--- src/rtl/core/c3rgb_pkg.sv ---
// types and constants shared by the 3x3 rgb convolution block
`default_nettype none
package c3rgb_pkg;

    localparam logic REQ_PIXEL = 1'b0;
    localparam logic REQ_DRAIN = 1'b1;

    localparam logic [1:0] REG_FRAME_WIDTH  = 2'd0;
    localparam logic [1:0] REG_FRAME_HEIGHT = 2'd1;
    localparam logic [1:0] REG_KERNEL       = 2'd2;

    localparam int WIN_TAPS = 9;
    localparam int QDEPTH   = 2;

    typedef logic [23:0] pix_t;

    typedef struct packed {
        logic       req_type;
        logic [7:0] in_blue;
        logic [7:0] in_green;
        logic [7:0] in_red;
    } in_item_t;

    typedef struct packed {
        logic [7:0] out_blue;
        logic [7:0] out_green;
        logic [7:0] out_red;
        logic       frame_end;
    } out_item_t;

    typedef struct packed {
        logic                    conv;
        logic                    frame_end;
        pix_t                    pix;
        pix_t [WIN_TAPS-1:0]     win;
    } job_t;

endpackage
`default_nettype wire

--- src/rtl/core/c3rgb_back.sv ---
// back end: multiply-accumulate over the window, serial divide, clamp, output register
`default_nettype none
module c3rgb_back import c3rgb_pkg::*; #(
    parameter int COEFF_BITS = 5,
    localparam int KW = COEFF_BITS + 4
) (
    input  wire logic                     aclk,
    input  wire logic                     aresetn,
    input  wire job_t                     job,
    input  wire logic                     empty,
    output logic                          pop,
    input  wire logic [9*COEFF_BITS-1:0]  kernel,
    input  wire logic signed [KW-1:0]     ksum,
    output logic                          m_valid,
    input  wire logic                     m_ready,
    output out_item_t                     m_data
);

    localparam int AW = COEFF_BITS + 12;
    localparam int SW = $clog2(AW);
    localparam int PRW = COEFF_BITS + 9;

    typedef enum logic [2:0] {B_IDLE, B_MAC, B_PREP, B_DIV, B_OUT} bstate_t;

    bstate_t                       state_reg;
    job_t                          job_reg;
    logic [3:0]                    tap_reg;
    logic [SW-1:0]                 step_reg;
    logic signed [2:0][AW-1:0]     acc_reg;
    logic [2:0][AW-1:0]            quo_reg;
    logic [2:0][KW-1:0]            rem_reg;
    logic [2:0]                    neg_reg;
    logic                          m_valid_reg;
    out_item_t                     m_data_reg;

    logic [KW-1:0]                 dv;
    logic signed [COEFF_BITS-1:0]  cf;
    logic signed [2:0][PRW-1:0]    prod;
    logic [2:0][KW:0]              shf;
    logic [2:0]                    ge;
    pix_t                          res;

    assign dv      = (ksum == '0) ? KW'(1) : (ksum[KW-1] ? KW'(-ksum) : KW'(ksum));
    assign cf      = $signed(kernel[tap_reg*COEFF_BITS +: COEFF_BITS]);
    assign pop     = (state_reg == B_IDLE) && !empty;
    assign m_valid = m_valid_reg;
    assign m_data  = m_data_reg;

    always_comb begin
        for (int c = 0; c < 3; c++) begin
            prod[c] = cf * $signed({1'b0, job_reg.win[tap_reg][8*c +: 8]});
            shf[c]  = {rem_reg[c], quo_reg[c][AW-1]};
            ge[c]   = shf[c] >= {1'b0, dv};
            if (neg_reg[c]) begin
                res[8*c +: 8] = 8'd0;
            end else if (quo_reg[c] > AW'(255)) begin
                res[8*c +: 8] = 8'hFF;
            end else begin
                res[8*c +: 8] = quo_reg[c][7:0];
            end
        end
        if (!job_reg.conv) begin
            res = job_reg.pix;
        end
    end

    always_ff @(posedge aclk) begin
        if (!aresetn) begin
            state_reg   <= B_IDLE;
            m_valid_reg <= 1'b0;
        end else begin
            if (m_valid_reg && m_ready && (state_reg != B_OUT)) begin
                m_valid_reg <= 1'b0;
            end
            case (state_reg)
                B_IDLE: begin
                    if (!empty) begin
                        job_reg <= job;
                        tap_reg <= '0;
                        acc_reg <= '0;
                        state_reg <= job.conv ? B_MAC : B_OUT;
                    end
                end
                B_MAC: begin
                    for (int c = 0; c < 3; c++) begin
                        acc_reg[c] <= acc_reg[c] + AW'($signed(prod[c]));
                    end
                    tap_reg <= tap_reg + 4'd1;
                    if (tap_reg == 4'(WIN_TAPS - 1)) begin
                        state_reg <= B_PREP;
                    end
                end
                B_PREP: begin
                    for (int c = 0; c < 3; c++) begin
                        neg_reg[c] <= acc_reg[c][AW-1] ^ ksum[KW-1];
                        quo_reg[c] <= acc_reg[c][AW-1] ? AW'(-acc_reg[c]) : AW'(acc_reg[c]);
                        rem_reg[c] <= '0;
                    end
                    step_reg  <= '0;
                    state_reg <= B_DIV;
                end
                B_DIV: begin
                    for (int c = 0; c < 3; c++) begin
                        rem_reg[c] <= ge[c] ? KW'(shf[c] - {1'b0, dv}) : shf[c][KW-1:0];
                        quo_reg[c] <= {quo_reg[c][AW-2:0], ge[c]};
                    end
                    step_reg <= step_reg + SW'(1);
                    if (step_reg == SW'(AW - 1)) begin
                        state_reg <= B_OUT;
                    end
                end
                B_OUT: begin
                    if (!m_valid_reg || m_ready) begin
                        m_valid_reg <= 1'b1;
                        m_data_reg  <= '{out_blue: res[7:0], out_green: res[15:8],
                                         out_red: res[23:16], frame_end: job_reg.frame_end};
                        state_reg   <= B_IDLE;
                    end
                end
                default: state_reg <= B_IDLE;
            endcase
        end
    end

endmodule
`default_nettype wire

--- config.mk ---
export PLATFORM = sky130hd
export DESIGN_NAME = c3rgb_back
export DESIGN_NICKNAME = d
export VERILOG_FILES = /design/src/rtl/core/c3rgb_pkg.sv /design/src/rtl/core/c3rgb_back.sv
export SDC_FILE = /design/constraint.sdc
export NUM_CORES = 1
export LEC_CHECK = 0
export ABC_AREA = 1
export ABC_CLOCK_PERIOD_IN_PS = 48800
export BUFFER_PORTS_ARGS = -buffer_cell sky130_fd_sc_hd__buf_2
export CORE_MARGIN = 2
export CORE_UTILIZATION = 50
export CTS_BUF_LIST = sky130_fd_sc_hd__clkbuf_4
export CTS_CLUSTER_DIAMETER = 50
export DETAILED_ROUTE_END_ITERATION = 8
export PLACE_DENSITY = 0.7
export SLEW_MARGIN = 5
export SYNTH_ARGS = -nofsm -noshare
export SYNTH_HDL_FRONTEND = slang
export SYNTH_SLANG_ARGS = --single-unit
--- constraint.sdc ---
create_clock -name aclk -period 48.8 [get_ports aclk]
set_input_delay 9.76 -clock aclk [delete_from_list [all_inputs] [get_ports aclk]]
set_output_delay 9.76 -clock aclk [all_outputs]
set_load 0.01 [all_outputs]
==> results.sh <==
export IMPL_h_tree_depth=3
export IMPL_fmax_mhz=50.3
export IMPL_syn_avg_cell_area_sq_um=9.43
export IMPL_hold_buffers=0
export IMPL_cp_slowest_cell="buf_2"
export IMPL_die_w_um=231
export IMPL_cp_data_required_time_ps=39040
export IMPL_gp_congestion=0.902
export IMPL_numCtsBuffers=107
export IMPL_tns_ps=0
export IMPL_worstPathCellList="buf_2 > nor2_1 > buf_2"
export IMPL_synth_area_leaders="edfxtp_1, ha_1, nand2_1"
export IMPL_placed_cells=3665
export IMPL_antenna_found_initial=20
export IMPL_grt_pass1_wl_um=103000
export IMPL_setup_viol=0
export IMPL_die_area_sq_um=53400
export IMPL_wl_per_cell_um=16.8
export IMPL_worst_r2r_path_depth=28
export IMPL_rsz0062_at_grt="no"
export IMPL_holdWs_ps=441
export IMPL_min_from="job_reg[240]$_DFFE_PP_"
export IMPL_grt_pass1_vias=20000
export IMPL_grt_max_degree=179
export IMPL_end_kind="primary output"
export IMPL_slew_headroom=0.216
export IMPL_path_class="in2out"
export IMPL_finalMaxSlewViolations=0
export IMPL_post_cts_setup_buffer_count=0
export IMPL_synth_edf_count=408
export IMPL_fin_nets=3624
export IMPL_port_buffer_count=326
export IMPL_synthDistinctLibCells=53
export IMPL_hold_violations=0
export IMPL_syn_to_final_growth_pct=13.1
export IMPL_min_period_over_period=0.408
export IMPL_first_pass_iters=5
export IMPL_synthArstFlopShare=0
export IMPL_hpwl_um=47900
export IMPL_min_to="m_data[0]$_DFFE_PP_"
export IMPL_cts_root_buf="clkbuf_4"
export IMPL_timing_rr_start="tap_reg[1]$_SDFFCE_PN0P_"
export IMPL_rows=83
export IMPL_cts_sinks=412
export IMPL_netlist_area_sq_um=25800
export IMPL_seq_area_frac_synth=0.478
export IMPL_synth_area_leader_cell="edfxtp_1"
export IMPL_vias_per_cell=5.29
export IMPL_critPathLaunchType="primary input"
export IMPL_max_stage_delay_ps=140
export IMPL_worstHoldPathType="reg2reg"
export IMPL_cts_tree="built"
export IMPL_yosys_warnings=0
export IMPL_largest_register_ffs=242
export IMPL_drt_initial_drc_count=1517
export IMPL_gr_total_overflow=0
export IMPL_crit_arrival_ps=10130
export IMPL_crit_fanout=3
export IMPL_cts_resized=0
export IMPL_crit_top_cell="buf_2"
export IMPL_drcViolationCount=0
export IMPL_dpl_cell_area_sq_um=27800
export IMPL_vias=20400
export IMPL_clk_latency_ps=910
export IMPL_core_area_sq_um=51100
export IMPL_synthCells=2734
export IMPL_status="completed"
export IMPL_yosysTopAreaCellShare=0.475
export IMPL_ys_flop_type="edfxtp_1"
export IMPL_finalInstanceArea_sq_um=29200
export IMPL_start_util=0.505
export IMPL_rrSetupSlack_ps=40830
export IMPL_ant_nets=0
export IMPL_fin_cells=3861
export IMPL_path_clk_slew_ps=70
export IMPL_dieHeight_um=231
export IMPL_grt_usage=0.244
export IMPL_tightest_slew_ps=1180
export IMPL_final_min_clock_period_ps=19890
export IMPL_startpoint="empty"
export IMPL_layout_drive_gt1_share=0.184
export IMPL_wirelength_um=64800
export IMPL_synth_nets=3264
export IMPL_hold_path_cell_count=0
export IMPL_io_pins=327
export IMPL_timing_rr_end="acc_reg[13]$_SDFFCE_PN0P_"
export IMPL_max_clock_path_buffers=3
export IMPL_fin_skew_ps=89.5
export IMPL_synth_seq_cells=412
export IMPL_max_cap_violations=0
-- cell usage in the layout, fill, tap and decap left out, types with 9 or more instances in the layout --
| cell type | n |
|---|---|
| o211ai_1 | 16 |
| a21oi_1 | 130 |
| a21o_1 | 12 |
| o221ai_1 | 36 |
| o21ai_0 | 218 |
| xnor2_1 | 26 |
| ha_1 | 167 |
| o21bai_1 | 13 |
| o22ai_1 | 36 |
| xor2_1 | 55 |
| o21ai_1 | 14 |
| nor3_1 | 19 |
| fa_1 | 63 |
| or2_2 | 9 |
| clkinv_1 | 18 |
| nor2_1 | 307 |
| nand3_1 | 128 |
| o21ai_2 | 29 |
| inv_1 | 396 |
| buf_2 | 326 |
| a31oi_1 | 12 |
| nand2_1 | 457 |
| clkbuf_4 | 156 |
| edfxtp_1 | 408 |
| buf_4 | 14 |
| nand4_1 | 18 |
| diode_2 | 14 |
-- worst max-delay path by stage --
| stage | to | slack, ps | cells after the start |
|---|---|---|---|
| 6_report | pop | 28910 | 3 |
| 5_1_grt | pop | 28890 | 3 |
| 4_1_cts | pop | 28910 | 3 |
| 3_5_place_dp | pop | 28910 | 3 |
| 3_3_place_gp | pop | 28890 | 3 |
| 2_1_floorplan | job_reg[0]$_DFFE_PP_ | 21280 | 1 |
-- per-layer routing --
metal  part of all wire  global-route usage
met5             0.0014                   0
met2               0.47               0.398
met3              0.073              0.0536
met4              0.035               0.112
met1               0.42               0.310
-- critical path, delay by kind of cell --
family / cells / cell delay [ps]
buffers and inverters: 2 / 260
and+or+nand+nor: 1 / 110
-- stage by stage --
step,setup WS (ps),util
after floorplan,21280,-
after global placement,28890,0.544
after detailed placement,28910,0.544
after CTS,28910,0.570
after global routing,28890,0.570
final,28910,0.571
-- kinds of logic (layout without fill, tap and decap cells) --
group / Yosys count / count (layout) / share of synthesized area
flip-flops: 412 / 412 / 0.478
XOR/XNOR: 81 / 81 / 0.0275
adder cells (fa/ha/maj): 230 / 230 / 0.130
AO/OA/AOI/OAI: 544 / 544 / 0.126
buffers and inverters: 497 / 930 / 0.0828
AND/OR/NAND/NOR: 970 / 970 / 0.155
other: 0 / 14 / 0
-- cells in the mapped netlist (all sizes together), types with 2 or more instances --
cell	number
a211oi	4
a21boi	3
a21o	12
a21oi	130
a31oi	12
buf	62
clkbuf	28
clkinv	2
dfxtp	4
edfxtp	408
fa	63
ha	167
inv	405
nand2	460
nand3	130
nand3b	2
nand4	18
nor2	319
nor3	21
nor3b	3
nor4	5
o211ai	22
o21a	4
o21ai	262
o21bai	13
o221ai	36
o22ai	36
o31ai	8
or2	10
xnor2	26
xor2	55
-- cell type report --
type                    instances  area [sq um]
fillers                      4468         21900
flip-flops and latches        412         12300
multi-input cells            1825         11300
repair buffers                341          1760
inverters                     407          1540
clock buffers                 156          1170
well taps                     680           851
clock inverters                26           140
diodes                         14          35.0
Power is left out: the tool's default activity adds up to more than one toggle a clock period on the data nets, which glitch-free logic cannot reach.
