`src/rtl/core/c3rgb_pkg.sv`:
```
// types and constants shared by the 3x3 rgb convolution block
`default_nettype none
package c3rgb_pkg;

    localparam logic REQ_PIXEL = 1'b0;
    localparam logic REQ_DRAIN = 1'b1;

    localparam logic [1:0] REG_FRAME_WIDTH  = 2'd0;
    localparam logic [1:0] REG_FRAME_HEIGHT = 2'd1;
    localparam logic [1:0] REG_KERNEL       = 2'd2;

    localparam int WIN_TAPS = 9;
    localparam int QDEPTH   = 2;

    typedef logic [23:0] pix_t;

    typedef struct packed {
        logic       req_type;
        logic [7:0] in_blue;
        logic [7:0] in_green;
        logic [7:0] in_red;
    } in_item_t;

    typedef struct packed {
        logic [7:0] out_blue;
        logic [7:0] out_green;
        logic [7:0] out_red;
        logic       frame_end;
    } out_item_t;

    typedef struct packed {
        logic                    conv;
        logic                    frame_end;
        pix_t                    pix;
        pix_t [WIN_TAPS-1:0]     win;
    } job_t;

endpackage
`default_nettype wire

```
`src/rtl/core/c3rgb_fifo.sv`:
```
// short job queue between front and back
`default_nettype none
module c3rgb_fifo import c3rgb_pkg::*; (
    input  wire logic aclk,
    input  wire logic aresetn,
    input  wire logic push,
    input  wire job_t wr_job,
    output logic      full,
    input  wire logic pop,
    output job_t      rd_job,
    output logic      empty
);

    localparam int PW = $clog2(QDEPTH);
    localparam int CW = $clog2(QDEPTH + 1);

    job_t          mem_reg [QDEPTH];
    logic [PW-1:0] wr_ptr_reg, rd_ptr_reg;
    logic [CW-1:0] cnt_reg;

    assign full   = (cnt_reg == CW'(QDEPTH));
    assign empty  = (cnt_reg == '0);
    assign rd_job = mem_reg[rd_ptr_reg];

    always_ff @(posedge aclk) begin
        if (!aresetn) begin
            wr_ptr_reg <= '0;
            rd_ptr_reg <= '0;
            cnt_reg    <= '0;
        end else begin
            if (push) begin
                wr_ptr_reg <= (wr_ptr_reg == PW'(QDEPTH - 1)) ? '0 : wr_ptr_reg + PW'(1);
            end
            if (pop) begin
                rd_ptr_reg <= (rd_ptr_reg == PW'(QDEPTH - 1)) ? '0 : rd_ptr_reg + PW'(1);
            end
            cnt_reg <= cnt_reg + CW'(push) - CW'(pop);
        end
        if (push) begin
            mem_reg[wr_ptr_reg] <= wr_job;
        end
    end

endmodule
`default_nettype wire

```
`config.mk`:
```
export PLATFORM = sky130hd
export DESIGN_NAME = c3rgb_fifo
export DESIGN_NICKNAME = d
export VERILOG_FILES = /design/src/rtl/core/c3rgb_pkg.sv /design/src/rtl/core/c3rgb_fifo.sv
export SDC_FILE = /design/constraint.sdc
export NUM_CORES = 1
export LEC_CHECK = 0
export BUFFER_PORTS_ARGS = -buffer_cell sky130_fd_sc_hd__buf_2
export CAP_MARGIN = 10
export CORE_MARGIN = 5
export CORE_UTILIZATION = 55
export DETAILED_ROUTE_END_ITERATION = 16
export PLACE_DENSITY = 0.92
export SLEW_MARGIN = 20
export SYNTH_ARGS = -nofsm -noshare
export SYNTH_HDL_FRONTEND = slang
export SYNTH_SLANG_ARGS = --single-unit
```
`constraint.sdc`:
```
create_clock -name aclk -period 28.8 [get_ports aclk]
set_input_delay 5.76 -clock aclk [delete_from_list [all_inputs] [get_ports aclk]]
set_output_delay 5.76 -clock aclk [all_outputs]
set_load 0.02 [all_outputs]
```
==> results.json, run 1 <==
{
  "yosys_warnings": 0,
  "slew_violations": 0,
  "syn_inst": 774,
  "setup_viol": 0,
  "core.rowCount": 67,
  "cts_tree": "done",
  "grt_pass1_wl_um": 57190,
  "syn-cell-area_um2": 18430,
  "postCtsHoldBufs": 0,
  "antenna_found_initial": 14,
  "start_kind": "flip-flop",
  "crit_top_cell": "buf_4",
  "area_delta_synth_final_pct": 23.34,
  "dp_hpwl_um": 27720,
  "synth_nets": 1022,
  "max_slew_margin_pct": 27.59,
  "cp.buffers_inverters": 3,
  "overflow": 0,
  "p_leak_nw": 8.915,
  "p_per_area_nw_per_um2": 71.47,
  "grt_pass1_vias": 9847,
  "fp.dieW_um": 193.0,
  "hp-class": "reg2reg",
  "layout_setup_ws_ns": 18.92,
  "routed_wl_um": 40340,
  "fin_crit_ns": 9.885,
  "worstMarginPinSlew_ns": 1.086,
  "clkLatencyLatePin_ns": 0.55,
  "drt_iter0_markers": 492,
  "drv_cap": 0,
  "die_area_um2": 37260,
  "vias_per_cell": 5.222,
  "cts_resized": 0,
  "gp_congestion": 0.7855,
  "firstDrtPassIters": 5,
  "numCtsBuffers": 47,
  "largest_reg_flops": 484,
  "grt_max_degree": 171,
  "finClkSkew_ns": 0.02471,
  "hold_viol_final": 0,
  "cpMaxStageDelayCell": "dfxtp_4",
  "timing.hold.ws_ns": 0.6353,
  "rsz0062_at_grt": "false",
  "io_buffers": 489,
  "finalSetupTns_ns": 0,
  "fin_crit_sh_pct": 34.32,
  "cp.required_ns": 23.04,
  "routedWlPerCell_um": 22.61,
  "clock.fmax_mhz": 101.2,
  "globalRouteTotalUtil_pct": 20.53,
  "critPathMaxFanout": 70,
  "ys_ff_latch": 489,
  "post_cts_buffers": 0,
  "cp-end-kind": "output port",
  "worstPathArrival_ns": 4.12,
  "io_pins": 490,
  "status": "complete, no violations",
  "clk_pin_slew_ns": 0.06,
  "ant_nets": 0,
  "synth_area_per_cell_um2": 23.81,
  "fp.coreArea_um2": 33280,
  "numClockSinks": 489,
  "drc": 0,
  "critPathKind": "reg2out",
  "initial_utilization_pct": 55.37,
  "pre_cts_ws_ns": 19.51,
  "clock_path_buffers": 3,
  "cp_top_family": "buffers and inverters",
  "finalPower_w": 0.001624,
  "slowest_delay_ns": 1.03,
  "synth.distinct_cells": 14,
  "crit_path_cell_trace": "buf_4, buf_4, mux2_4, buf_2",
  "irDropWorstVdd_uv": 61.45,
  "yosysSeqAreaShare_pct": 79.42,
  "fin_nets": 1541,
  "layout-drive-gt1-share_pct": 60.68,
  "die_y_um": 193.0,
  "cts-root-buf": "clkbuf_16",
  "vias": 9316,
  "htreeDepth": 2
}
## worst paths after layout
path | from | to | slack (ns) | depth (start not counted)
max | flip-flop | rd_job[54] | 18.92 | 4
min | rd_ptr_reg | rd_ptr_reg | 0.64 | 2
max reg2reg | wr_ptr_reg | mem_reg[1][214] | 25.74 | 3
min reg2reg | rd_ptr_reg | rd_ptr_reg | 0.64 | 2
## area by class of cell
cell class | instances | area [µm²]
flip-flops and latches | 489 | 14640
fillers | 2040 | 10550
multi-input cells | 256 | 3528
repair buffers | 497 | 2520
clock buffers | 61 | 1271
well taps | 448 | 560.5
clock inverters | 20 | 175.2
diodes | 11 | 27.53
inverters | 2 | 7.507
## cell usage in the layout (no fill, tap or decap), types with 7 or more instances in the layout
cell,count
mux2_4,180
buf_4,7
clkinv_1,7
clkbuf_1,12
buf_2,489
diode_2,11
edfxtp_1,484
clkbuf_16,49
mux2_2,62
clkinv_2,8
## synth_stat cells, drive strengths merged
master	n	area [µm²]
edfxtp	484	14530
nor2b	4	25.02
xnor3	1	22.52
o21a	1	7.510
ha	2	25.02
nor2	1	3.750
mux2	242	3401
and2	4	25.02
xor2	1	8.760
buf	27	266.5
inv	2	7.510
dfxtp	5	100.1
## logic make-up after synthesis
kind of cell,Yosys count,synth area share [%]
xor gates and xnor gates,2,0.1698
AOI/OAI and AO/OA,1,0.04076
and+or+nand+nor,9,0.2919
DFF,489,79.42
adders and majority gates,2,0.1358
buffers and inverters,29,1.487
muxes,242,18.46
## metal layers
layer	track usage (%)	wire length (µm)	vias up
met3	5.996	3648	91
met1	22.69	13450	4583
met2	37.58	21760	495
met5	0	39	-
met4	7.707	1435	6
li1	-	-	4141
## through the flow
step / cells / cell area (µm²) / util [%]
after floorplan: 774 / 18430 / -
after global placement: 1692 / 21250 / 63.86
after detailed placement: 1692 / 21250 / 63.86
after CTS: 1773 / 22700 / 68.21
after global routing: 1784 / 22730 / 68.29
final: 1784 / 22730 / 68.29
## worst register-to-register path: cells and delay by family (launching register included)
kind / cells / cell delay, ns
buffers and inverters: 2 / 1.56
AND/OR/NAND/NOR: 1 / 0.69
flip-flops: 1 / 0.39
## where the power goes
group          leakage, nW  internal (W)  total [W]  switching [W]
combinational         3.62     0.0000909   0.000207       0.000116
clock                0.709      0.000337   0.000579       0.000242
sequential            4.58      0.000824   0.000839      0.0000142
Note: power is estimated with default switching activity, not from simulation.
==> run 2: changes to the inputs <==
--- a/config.mk
+++ b/config.mk
@@ -8,9 +8,9 @@
 export BUFFER_PORTS_ARGS = -buffer_cell sky130_fd_sc_hd__buf_2
 export CAP_MARGIN = 10
 export CORE_MARGIN = 5
-export CORE_UTILIZATION = 55
+export CORE_UTILIZATION = 47
 export DETAILED_ROUTE_END_ITERATION = 16
-export PLACE_DENSITY = 0.92
+export PLACE_DENSITY = 0.84
 export SLEW_MARGIN = 20
 export SYNTH_ARGS = -nofsm -noshare
 export SYNTH_HDL_FRONTEND = slang
==> constraint.sdc (replaced) <==
create_clock -name aclk -period 8.05 [get_ports aclk]
set_input_delay 1.61 -clock aclk [delete_from_list [all_inputs] [get_ports aclk]]
set_output_delay 1.61 -clock aclk [all_outputs]
set_load 0.02 [all_outputs]
==> run 2 against run 1 <==
Combinational power grew to 3.6 times the previous value. Power grew to 3.5 times the previous value. Clock skew shrank 0.015 ns. Design area grew 0.47%. Wire length shrank 4.2%. Clock power grew to 3.5 times the previous value. Final cell count grew 3.9%. Clock-buffer cell count grew 6. First-iteration DRC count grew 16%. Sequential cell count is the same. Sequential share of layout area shrank 0.30 points. Largest cell class unchanged. Highest routed layer unchanged.
==> results.json, run 2 (synthesized netlist as in run 1, its figures left out) <==
{
  "status": "complete, no violations",
  "numCtsBuffers": 48,
  "multi_input_area_um2": 3528,
  "fin_crit_ns": 4.169,
  "slew_violations": 0,
  "grt_pass1_wl_um": 56990,
  "finClkSkew_ns": 0.009838,
  "ant_nets": 0,
  "drv_cap": 0,
  "routedWlPerCell_um": 20.83,
  "p_per_area_nw_per_um2": 252.0,
  "drc": 0,
  "antenna_found_initial": 10,
  "cp-end-kind": "output port",
  "globalRouteTotalUtil_pct": 17.06,
  "io_pins": 490,
  "fin_nets": 1541,
  "critPathMaxFanout": 114,
  "final_cell_mix": "buf_2 (489), edfxtp_1 (484), mux2_4 (180)",
  "worstMarginPinSlew_ns": 0.9923,
  "layout_commonest_cell": "buf_2",
  "worstPathArrival_ns": 2.56,
  "grt_pass1_vias": 9745,
  "setup_viol": 0,
  "postCtsHoldBufs": 0,
  "irDropWorstVdd_uv": 194.6,
  "core.rowCount": 72,
  "cts_tree": "done",
  "critPathKind": "reg2out",
  "overflow": 0,
  "fp.dieW_um": 208,
  "ff2ff_path_depth": 2,
  "regArea_um2": 14640,
  "fin_crit_sh_pct": 51.79,
  "clock_path_buffers": 3,
  "cts-root-buf": "clkbuf_16",
  "post_cts_buffers": 0,
  "clk_pin_slew_ns": 0.06,
  "clock.fmax_mhz": 239.9,
  "start_kind": "flip-flop",
  "hold_depth": 2,
  "drt_iter0_markers": 573,
  "cp.required_ns": 6.44,
  "finalSetupTns_ns": 0,
  "numClockSinks": 489,
  "initial_utilization_pct": 47.57,
  "gp_congestion": 0.7908,
  "area_delta_synth_final_pct": 23.92,
  "layout-drive-gt1-share_pct": 60.65,
  "grt_max_degree": 179,
  "vias_per_cell": 4.954,
  "final_util_pct": 58.95,
  "die_area_um2": 43260,
  "htreeDepth": 2,
  "fp.coreArea_um2": 38740,
  "firstDrtPassIters": 4,
  "wl_met3_um": 2874,
  "cts_resized": 0,
  "met1Wirelength_um": 13930,
  "met2WireLength_um": 20570,
  "clkLatencyLatePin_ns": 0.55,
  "fill_cells": 2804,
  "routed_wl_um": 38620,
  "max_slew_margin_pct": 33.85,
  "vias": 9185,
  "p_leak_nw": 8.907,
  "top_layer_used": "met5",
  "hold_viol_final": 0,
  "dp_hpwl_um": 26640,
  "io_buffers": 489,
  "die_y_um": 208,
  "largest_reg_flops": 484,
  "hp-class": "reg2reg",
  "rsz0062_at_grt": "false"
}
## run 2: path summary, 6_finish.rpt
path,endpoint,slack [ns],startpoint
worst min-delay path,rd_ptr_reg,0.61,rd_ptr_reg
worst max register to register,mem_reg[1][83],5.63,wr_ptr_reg
worst max-delay path,rd_job[9],3.88,flip-flop
worst min register to register,rd_ptr_reg,0.61,rd_ptr_reg
## run 2: layout make-up
| cell class | instances | share of cell area [%] |
|---|---|---|
| Inverter | 2 | 0.03288 |
| Clock inverter | 19 | 0.4438 |
| Timing Repair Buffer | 496 | 11.25 |
| Sequential cell | 489 | 64.10 |
| Multi-Input combinational cell | 256 | 15.45 |
| Clock buffer | 67 | 5.797 |
| Antenna cell | 7 | 0.07671 |
| Tap cell | 518 | 2.838 |
## run 2: routing by layer
metal	up-vias	GRT usage (%)
li1	4139	-
met1	4583	19.17
met2	384	30.76
met3	73	4.835
met4	6	6.727
met5	-	0
## run 2: per-stage QoR
step | hold WS [ns] | setup WS [ns] | total power [W] | instance area (µm²) | cells
after detailed placement | 0.6049 | 4.326 | 0.003791 | 21360 | 1760
after global placement | 0.5645 | 4.392 | 0.003763 | 21360 | 1760
after CTS | 0.6214 | 3.876 | 0.005821 | 22790 | 1846
after floorplan | 0.5546 | 0.3688 | 0.003549 | 18430 | 774
after global routing | 0.6585 | 3.806 | 0.005979 | 22830 | 1853
final | 0.6125 | 3.881 | 0.005754 | 22830 | 1854
## run 2: worst max-delay path, stage by stage, from the launching register on
cell and delay [ns]:
dfxtp_4 0.61, buf_12 0.61, mux2_2 0.41, buf_2 0.16
## run 2: power breakdown
group | leakage, nW | internal, W | switching, W
registers | 4.58 | 0.00295 | 0.0000386
logic | 3.63 | 0.000328 | 0.000421
clock network | 0.689 | 0.00115 | 0.000872
total | 8.91 | 0.00442 | 0.00133
